File: config.mk
export PLATFORM = sky130hd
export DESIGN_NAME = index_table_interp_permittivity_unit
export DESIGN_NICKNAME = d
export VERILOG_FILES = /design/src/sv/itip_pkg.sv /design/src/sv/itip_lerp.sv /design/src/sv/index_table_interp_permittivity_unit.sv
export SDC_FILE = /design/constraint.sdc
export NUM_CORES = 2
export LEC_CHECK = 0
export BUFFER_PORTS_ARGS = -buffer_cell sky130_fd_sc_hd__buf_2
export CAP_MARGIN = 10
export CORE_ASPECT_RATIO = 0.7
export CORE_UTILIZATION = 50
export CTS_CLUSTER_SIZE = 14
export DETAILED_ROUTE_END_ITERATION = 12
export GPL_TIMING_DRIVEN = 0
export PLACE_DENSITY = 0.66
export SLEW_MARGIN = 5
export SYNTH_ARGS = -nofsm -noshare
export SYNTH_HDL_FRONTEND = slang
export SYNTH_SLANG_ARGS = --single-unit
File: constraint.sdc
create_clock -name clk_i -period 30.8 [get_ports clk_i]
set_clock_uncertainty 0.15 [all_clocks]
set_input_delay 6.16 -clock clk_i [delete_from_list [all_inputs] [get_ports clk_i]]
set_output_delay 6.16 -clock clk_i [all_outputs]
set_load 0.05 [all_outputs]
File: src/sv/itip_pkg.sv
// Shared types, grid constants and refractive index tables for the
// table interpolation permittivity unit. No dependencies.
package itip_pkg;

  localparam int GridStart  = 1000;
  localparam int GridStep   = 250;
  localparam int TableLen   = 21;
  localparam int Den        = 25000;
  localparam int HalfDen    = 12500;
  localparam int NumW       = 18;
  localparam int RecipShift = 18;
  localparam int WaveW      = 13;
  localparam int IdxW       = 6;
  localparam int FracW      = 8;
  localparam int TabW       = 10;
  localparam int IndexW     = 16;
  localparam int PermRealW  = 20;
  localparam int PermImagW  = 21;
  localparam int ProdW      = 32;
  localparam int WideW      = 34;

  typedef logic [TabW-1:0]  tab_t;
  typedef logic [FracW-1:0] frac_t;
  typedef logic [IdxW-1:0]  idx_t;

  localparam tab_t TabReal [TableLen] = '{
    10'd220, 10'd270, 10'd310, 10'd365, 10'd400, 10'd440, 10'd495, 10'd530, 10'd570,
    10'd600, 10'd620, 10'd650, 10'd670, 10'd703, 10'd725, 10'd762, 10'd774, 10'd796,
    10'd818, 10'd836, 10'd862
  };

  localparam tab_t TabImag [TableLen] = '{
    10'd350, 10'd430, 10'd490, 10'd540, 10'd570, 10'd610, 10'd640, 10'd670, 10'd710,
    10'd730, 10'd770, 10'd800, 10'd820, 10'd830, 10'd865, 10'd880, 10'd907, 10'd924,
    10'd946, 10'd970, 10'd985
  };

  // Entries beyond the stored table or beyond the grid length read as zero.
  function automatic tab_t rom_read(input logic is_imag, input idx_t idx,
                                    input int num_points);
    tab_t val;
    val = '0;
    if (int'(idx) < TableLen && int'(idx) < num_points) begin
      val = is_imag ? TabImag[idx[4:0]] : TabReal[idx[4:0]];
    end
    return val;
  endfunction

endpackage

File: src/sv/itip_lerp.sv
// Four-stage linear interpolation with round-to-nearest scaling to Q.FRAC_BITS
// and saturation to 16 bits. Depends on itip_pkg.
module itip_lerp #(
  parameter int FRAC_BITS = 12
) (
  input  logic                          clk_i,
  input  logic                          en_i,
  input  itip_pkg::tab_t                t0_i,
  input  itip_pkg::tab_t                t1_i,
  input  itip_pkg::frac_t               r_i,
  input  itip_pkg::frac_t               w_i,
  output logic [itip_pkg::IndexW-1:0]   index_o
);
  import itip_pkg::*;

  localparam int AW = NumW + FRAC_BITS + 1;
  localparam int MW = FRAC_BITS + 4;
  localparam int PW = NumW + MW + 1;
  localparam int VW = PW - RecipShift;
  localparam logic [MW-1:0] RecipM =
    MW'((64'd1 << (FRAC_BITS + RecipShift)) / 64'd25000);

  logic [NumW-1:0]   num_d, num_q;
  logic [PW-1:0]     p_d, p_q;
  logic [AW-1:0]     a_d, a_q;
  logic [VW-1:0]     vest_d, vest_q;
  logic [AW-1:0]     rem;
  logic              ge_d, ge_q;
  logic [VW:0]       v;
  logic [IndexW-1:0] index_d, index_q;

  assign num_d = NumW'(t0_i) * NumW'(w_i) + NumW'(t1_i) * NumW'(r_i);

  assign p_d = PW'(num_q) * PW'(RecipM) + (PW'(1) << (RecipShift - 1));
  assign a_d = (AW'(num_q) << FRAC_BITS) + AW'(HalfDen);

  assign vest_d = p_q[PW-1:RecipShift];
  assign rem    = a_q - AW'(vest_d) * AW'(Den);
  assign ge_d   = rem >= AW'(Den);

  assign v       = (VW+1)'(vest_q) + (VW+1)'(ge_q);
  assign index_d = (32'(v) > 32'hFFFF) ? 16'hFFFF : 16'(v);

  always_ff @(posedge clk_i) begin
    if (en_i) begin
      num_q   <= num_d;
      p_q     <= p_d;
      a_q     <= a_d;
      vest_q  <= vest_d;
      ge_q    <= ge_d;
      index_q <= index_d;
    end
  end

  assign index_o = index_q;

endmodule

File: src/sv/index_table_interp_permittivity_unit.sv
// Top level: complex refractive index and permittivity by table interpolation.
// Depends on itip_pkg and itip_lerp.
//
//   channel  signals                                          direction
//   in       in_valid_i, in_stall_o, wavelength_i             into block
//   out      out_valid_o, out_stall_i, in_range_o, index_*_o,  out of block
//            perm_real_o, perm_imag_o
//
// One item per cycle enters while in_stall_o is low; each result passes through
// the grid divide, table read, four interpolation stages, the squaring
// multipliers and the rounding stage. Reset clears only the valid bits.
// A stalled valid output freezes the pipeline, so nothing is lost or repeated.
module index_table_interp_permittivity_unit #(
  parameter int NUM_POINTS = 21,
  parameter int FRAC_BITS  = 12
) (
  input  logic                                  clk_i,
  input  logic                                  rst_ni,
  input  logic                                  in_valid_i,
  output logic                                  in_stall_o,
  input  logic [itip_pkg::WaveW-1:0]            wavelength_i,
  output logic                                  out_valid_o,
  input  logic                                  out_stall_i,
  output logic                                  in_range_o,
  output logic [itip_pkg::IndexW-1:0]           index_real_o,
  output logic [itip_pkg::IndexW-1:0]           index_imag_o,
  output logic signed [itip_pkg::PermRealW-1:0] perm_real_o,
  output logic signed [itip_pkg::PermImagW-1:0] perm_imag_o
);
  import itip_pkg::*;

  localparam int Depth = 10;
  localparam int Last  = GridStart + GridStep * (NUM_POINTS - 1);

  logic             en;
  logic [Depth-1:0] vld_q;
  logic [Depth-1:0] rng_q;
  logic             rng_d;

  logic [WaveW-1:0]   d_d, d_q;
  logic [21:0]        qmul;
  idx_t               qe_d, qe_q;
  logic [WaveW-1:0]   r0;
  logic               ge250;
  idx_t               i_d, i_q;
  frac_t              r_d, r_q;
  tab_t               tr0_q, tr1_q, ti0_q, ti1_q;
  frac_t              fr_q, fw_q;
  logic [IndexW-1:0]  nr, ni;
  logic [IndexW-1:0]  nr8_q, ni8_q, nr9_q, ni9_q;
  logic [ProdW-1:0]   sqr_q, sqi_q, crs_q;
  logic signed [WideW-1:0] pr_q, pi_q;
  logic signed [WideW-1:0] pr_rnd, pi_rnd;
  logic signed [PermRealW-1:0] pr_sat;
  logic signed [PermImagW-1:0] pi_sat;

  logic                        rng_out_q;
  logic [IndexW-1:0]           nr_out_q, ni_out_q;
  logic signed [PermRealW-1:0] pr_out_q;
  logic signed [PermImagW-1:0] pi_out_q;

  function automatic logic signed [WideW-1:0] round_shift(input logic signed [WideW-1:0] x);
    logic [WideW-1:0] mag;
    logic [WideW-1:0] sh;
    mag = x[WideW-1] ? WideW'(-x) : WideW'(x);
    sh  = (mag + (WideW'(1) << (FRAC_BITS - 1))) >> FRAC_BITS;
    return x[WideW-1] ? -$signed(sh) : $signed(sh);
  endfunction

  function automatic logic signed [WideW-1:0] sat_lim(input logic signed [WideW-1:0] x,
                                                      input int width);
    logic signed [WideW-1:0] hi;
    logic signed [WideW-1:0] lo;
    hi = (WideW'(1) <<< (width - 1)) - WideW'(1);
    lo = -hi - WideW'(1);
    priority if (x > hi) begin
      return hi;
    end else if (x < lo) begin
      return lo;
    end else begin
      return x;
    end
  endfunction

  assign en         = !(vld_q[Depth-1] && out_stall_i);
  assign in_stall_o = !en;

  always_ff @(posedge clk_i or negedge rst_ni) begin
    if (!rst_ni) begin
      vld_q <= '0;
    end else if (en) begin
      vld_q <= {vld_q[Depth-2:0], in_valid_i};
    end
  end

  assign rng_d = (32'(wavelength_i) >= 32'(GridStart)) && (32'(wavelength_i) <= 32'(Last));
  assign d_d   = wavelength_i - WaveW'(GridStart);
  assign qmul  = 22'(d_d) * 22'(262);
  assign qe_d  = qmul[21:16];

  assign r0    = d_q - WaveW'(qe_q) * WaveW'(GridStep);
  assign ge250 = r0 >= WaveW'(GridStep);
  assign i_d   = ge250 ? qe_q + idx_t'(1) : qe_q;
  assign r_d   = ge250 ? FracW'(r0 - WaveW'(GridStep)) : FracW'(r0);

  always_ff @(posedge clk_i) begin
    if (en) begin
      rng_q <= {rng_q[Depth-2:0], rng_d};
      d_q   <= d_d;
      qe_q  <= qe_d;
      i_q   <= i_d;
      r_q   <= r_d;
      tr0_q <= rom_read(1'b0, i_q, NUM_POINTS);
      tr1_q <= rom_read(1'b0, i_q + idx_t'(1), NUM_POINTS);
      ti0_q <= rom_read(1'b1, i_q, NUM_POINTS);
      ti1_q <= rom_read(1'b1, i_q + idx_t'(1), NUM_POINTS);
      fr_q  <= r_q;
      fw_q  <= FracW'(GridStep) - r_q;
    end
  end

  itip_lerp #(
    .FRAC_BITS(FRAC_BITS)
  ) u_lerp_real (
    .clk_i  (clk_i),
    .en_i   (en),
    .t0_i   (tr0_q),
    .t1_i   (tr1_q),
    .r_i    (fr_q),
    .w_i    (fw_q),
    .index_o(nr)
  );

  itip_lerp #(
    .FRAC_BITS(FRAC_BITS)
  ) u_lerp_imag (
    .clk_i  (clk_i),
    .en_i   (en),
    .t0_i   (ti0_q),
    .t1_i   (ti1_q),
    .r_i    (fr_q),
    .w_i    (fw_q),
    .index_o(ni)
  );

  assign pr_rnd = round_shift(pr_q);
  assign pi_rnd = round_shift(pi_q);
  assign pr_sat = PermRealW'(sat_lim(pr_rnd, PermRealW));
  assign pi_sat = PermImagW'(sat_lim(pi_rnd, PermImagW));

  always_ff @(posedge clk_i) begin
    if (en) begin
      sqr_q     <= ProdW'(nr) * ProdW'(nr);
      sqi_q     <= ProdW'(ni) * ProdW'(ni);
      crs_q     <= ProdW'(nr) * ProdW'(ni);
      nr8_q     <= nr;
      ni8_q     <= ni;
      pr_q      <= $signed({2'b00, sqr_q}) - $signed({2'b00, sqi_q});
      pi_q      <= -$signed({1'b0, crs_q, 1'b0});
      nr9_q     <= nr8_q;
      ni9_q     <= ni8_q;
      rng_out_q <= rng_q[Depth-2];
      nr_out_q  <= rng_q[Depth-2] ? nr9_q : '0;
      ni_out_q  <= rng_q[Depth-2] ? ni9_q : '0;
      pr_out_q  <= rng_q[Depth-2] ? pr_sat : '0;
      pi_out_q  <= rng_q[Depth-2] ? pi_sat : '0;
    end
  end

  assign out_valid_o  = vld_q[Depth-1];
  assign in_range_o   = rng_out_q;
  assign index_real_o = nr_out_q;
  assign index_imag_o = ni_out_q;
  assign perm_real_o  = pr_out_q;
  assign perm_imag_o  = pi_out_q;

endmodule

==> results.py <==
metrics = {
    "drt": {
        "vias_per_cell": 5.46,
        "routed_wire_length_per_instance_um": 18.7,
        "first_iter_violations": 4412,
        "detailroute.via_count": 57400,
        "routed_wirelength_um": 196000,
        "first_pass_iters": 6,
        "post-route-drc-count": 0,
        "drtAntennaViolNets": 0,
    },
    "synthesis": {
        "yosys_warnings": 0,
        "compound_gate_portion_of_the_synthesized_area": 0.0761,
        "netlist_instances": 8157,
        "main_combinational_cell_family_by_area_after_synthesis": "adder cells",
        "yosys.cell_types.count": 94,
        "multiplexer_share_of_the_synthesized_area": 0.00462,
        "post_synth_top_area_share": 0.266,
        "synthAdderAreaFrac": 0.444,
        "synthSimpleGateAreaFrac": 0.120,
        "synth_sequential_area_ratio": 0.214,
        "syn_nets": 10400,
        "synth-seq-cells": 579,
        "cells_taking_the_most_area_after_synthesis": "fa_1, edfxtp_1, ha_1",
        "netlist.top_cell.by_area": "fa_1",
        "synthesized_cell_area_um2": 81000,
        "xor_xnor_share_of_the_synthesized_area": 0.0531,
        "async_flop_share": 0.0173,
        "ys.flop_type": "edfxtp_1",
        "avgSynthCellArea_um2": 9.93,
        "synth_enable_flop_cells": 569,
    },
    "clock_network": {
        "postCtsSetupBuffers": 0,
        "cts_repair_resize_count": 0,
        "cts.sink_count": 579,
        "clk-insertion-delay-late_ps": 690,
        "ctsLongestPathBuffers": 3,
        "cts_buffers": 68,
        "clkSlewWorstSetupHoldPaths_ps": 60,
        "cts_max_level": 3,
        "hold_buffers": 0,
        "cts_tree": "done",
        "clock-root-buffer": "clkbuf_16",
    },
    "timing": {
        "setup-tns-final_ps": 0,
        "post-route-period-util": 0.465,
        "period_needed_ps": 14340,
        "grt_setup_unrepaired": "no",
        "hold_viol_final": 0,
        "slew_at_the_pin_closest_to_its_max_slew_limit_ps": 1360,
        "achievable-frequency_mhz": 69.8,
        "maxSlewViolCount": 0,
        "worst_slew_margin_rel": 0.0687,
        "finalSetupViolations": 0,
    },
    "job": {
        "maxCapViolations": 0,
    },
    "layout": {
        "syn_to_final_growth_pct": 6.79,
        "layout-drive-gt1-share": 0.0358,
        "final_net_count": 10600,
    },
    "place": {
        "numPortBuffers": 92,
        "place_congestion": 0.929,
        "hpwl_um": 157000,
    },
    "global_routing": {
        "grtUsageTotal": 0.246,
        "antenna_found_initial": 11,
        "overflow": 0,
        "grt_pass1_vias": 58900,
        "grt_max_degree": 109,
        "grt_pass1_wl_um": 319000,
    },
    "setup_path": {
        "critical_path_arrival_ps": 8030,
        "worst-path-max-fanout": 96,
        "worst-setup-path-type": "primary input to output port",
        "worst_setup_path_end_kind": "output port",
        "cp.required_ps": 24490,
        "setup_slack_on_the_worst_flop_to_flop_path_ps": 21780,
        "critical_path_start_type": "primary input",
    },
    "floorplanning": {
        "start_util": 0.504,
        "io_pins": 93,
        "fp.dieArea_um2": 164000,
        "die_height_um": 339,
        "die_span_in_x_um": 483,
        "row_count": 123,
        "core-area_um2": 161000,
    },
    "worst_hold_path": {
        "min-delay-path-class": "register to register",
    },
    "outcome": {
        "result_of_the_run": "completed",
    },
}
[registers in the layout, indices dropped and copies added, names as in the netlist, 17 cells and up]
register / flops
u_lerp_real.a_q: 19
crs_q: 32
u_lerp_imag.a_q: 19
perm_real_o: 20
pr_q: 33
u_lerp_real.vest_q: 17
u_lerp_real.p_q: 17
sqi_q: 30
pi_q: 33
perm_imag_o: 21
u_lerp_imag.vest_q: 17
sqr_q: 30
u_lerp_real.num_q: 18
u_lerp_imag.num_q: 18
u_lerp_imag.p_q: 17
[metal layers]
metal	vias to the layer above	wire (µm)	GRT usage
met2	1838	86300	0.378
li1	26800	-	-
met1	28500	90400	0.358
met5	-	43	0
met3	262	15400	0.0461
met4	6	4300	0.0573
[synthesized netlist by cell type, types with 15 or more instances]
| master | instances |
|---|---|
| xor2_1 | 174 |
| a31oi_1 | 42 |
| o22ai_1 | 15 |
| a21oi_1 | 242 |
| nor2_1 | 379 |
| o211ai_1 | 18 |
| a21o_1 | 83 |
| o41ai_1 | 21 |
| o21bai_1 | 43 |
| clkbuf_1 | 204 |
| edfxtp_1 | 569 |
| nand2b_1 | 43 |
| or3_1 | 34 |
| o21ai_2 | 16 |
| nand4_1 | 38 |
| xnor2_1 | 317 |
| o21a_1 | 43 |
| o21ai_0 | 169 |
| mux2i_1 | 16 |
| nor4_1 | 34 |
| o31ai_1 | 27 |
| ha_1 | 1150 |
| mux2_2 | 19 |
| inv_1 | 1671 |
| or4_1 | 21 |
| and3_1 | 46 |
| fa_1 | 1077 |
| or2_2 | 23 |
| nand2_1 | 653 |
| nor3_1 | 131 |
| and2_1 | 384 |
| a211o_1 | 15 |
| nor2b_1 | 50 |
| a211oi_1 | 32 |
| nand3_1 | 102 |
| a31o_2 | 16 |
[final cells by class]
type                            instances  area [µm²]
Fill cell                           14300       74300
Inverter                             1684        6320
Tap cell                             2125        2660
Multi-Input combinational cell       5671       56500
Clock buffer                           79        1790
Antenna cell                            2        5.00
Buffer                                223         873
Clock inverter                         43         429
Sequential cell                       579       17300
Timing Repair Buffer                   98         606
[through the flow]
stage | setup slack (ps) | hold slack (ps) | cell area [µm²] | cells | util
3_3_place_gp | 7130 | 251 | 84200 | 10400 | 0.523
6_report | 16460 | 266 | 86500 | 10500 | 0.538
4_1_cts | 16510 | 267 | 86500 | 10500 | 0.538
2_1_floorplan | 8470 | 250 | 81000 | 8157 | -
3_5_place_dp | 16520 | 255 | 84300 | 10400 | 0.524
5_1_grt | 16360 | 273 | 86500 | 10500 | 0.538
[worst paths after layout]
check	startpoint	endpoint	cells after the start
max in group asynchronous	rst_ni	vld_q[3]$_DFFE_PN0N_	1
min in group asynchronous	rst_ni	vld_q[4]$_DFFE_PN0N_	1
hold / removal	ni8_q[10]$_DFFE_PN_	ni9_q[10]$_DFFE_PN_	0
hold reg to reg	ni8_q[10]$_DFFE_PN_	ni9_q[10]$_DFFE_PN_	0
setup / recovery	out_stall_i	in_stall_o	6
setup reg to reg	u_lerp_real.index_o[6]$_SDFFCE_PN1N_	sqr_q[28]$_DFFE_PN_	27
[cells in the final DEF, fill, tap and decap left out, types with 18 or more instances in the layout]
cell type | synthesis | final
nor3_1 | 131 | 131
nand3_1 | 102 | 102
xor2_1 | 174 | 174
or3_1 | 34 | 34
and2_1 | 384 | 384
ha_1 | 1150 | 1150
fa_1 | 1077 | 1077
nor4_1 | 34 | 33
clkbuf_1 | 204 | 212
nand2b_1 | 43 | 43
or4_1 | 21 | 21
edfxtp_1 | 569 | 569
a211oi_1 | 32 | 32
nand2_1 | 653 | 653
clkinv_1 | 11 | 24
nor2_1 | 379 | 379
o31ai_1 | 27 | 27
inv_1 | 1671 | 1671
nand4_1 | 38 | 38
o211ai_1 | 18 | 18
o21bai_1 | 43 | 43
o21a_1 | 43 | 43
or2_2 | 23 | 23
a31oi_1 | 42 | 42
buf_2 | 3 | 95
o21ai_0 | 169 | 169
a21oi_1 | 242 | 242
nor2b_1 | 50 | 50
xnor2_1 | 317 | 317
clkbuf_16 | 0 | 70
o41ai_1 | 21 | 21
mux2_2 | 19 | 19
a21o_1 | 83 | 83
and3_1 | 46 | 46
[worst max-delay path: stages]
cell,delay (ps)
buf_2,100
nand2_1,110
clkbuf_8,610
buf_16,360
inv_1,70
buf_2,230
[logic make-up (layout without fill, tap and decap cells)]
group	after synthesis	in the layout
and+or+nand+nor	1987	1987
AOI/OAI and AO/OA	929	929
DFF	579	579
buffers and inverters	1907	2127
other	0	2
xor gates and xnor gates	491	491
muxes	35	35
adders and majority gates	2229	2229
Power is left out: the tool's default activity adds up to more than one toggle a clock period on the data nets, which glitch-free logic cannot reach.
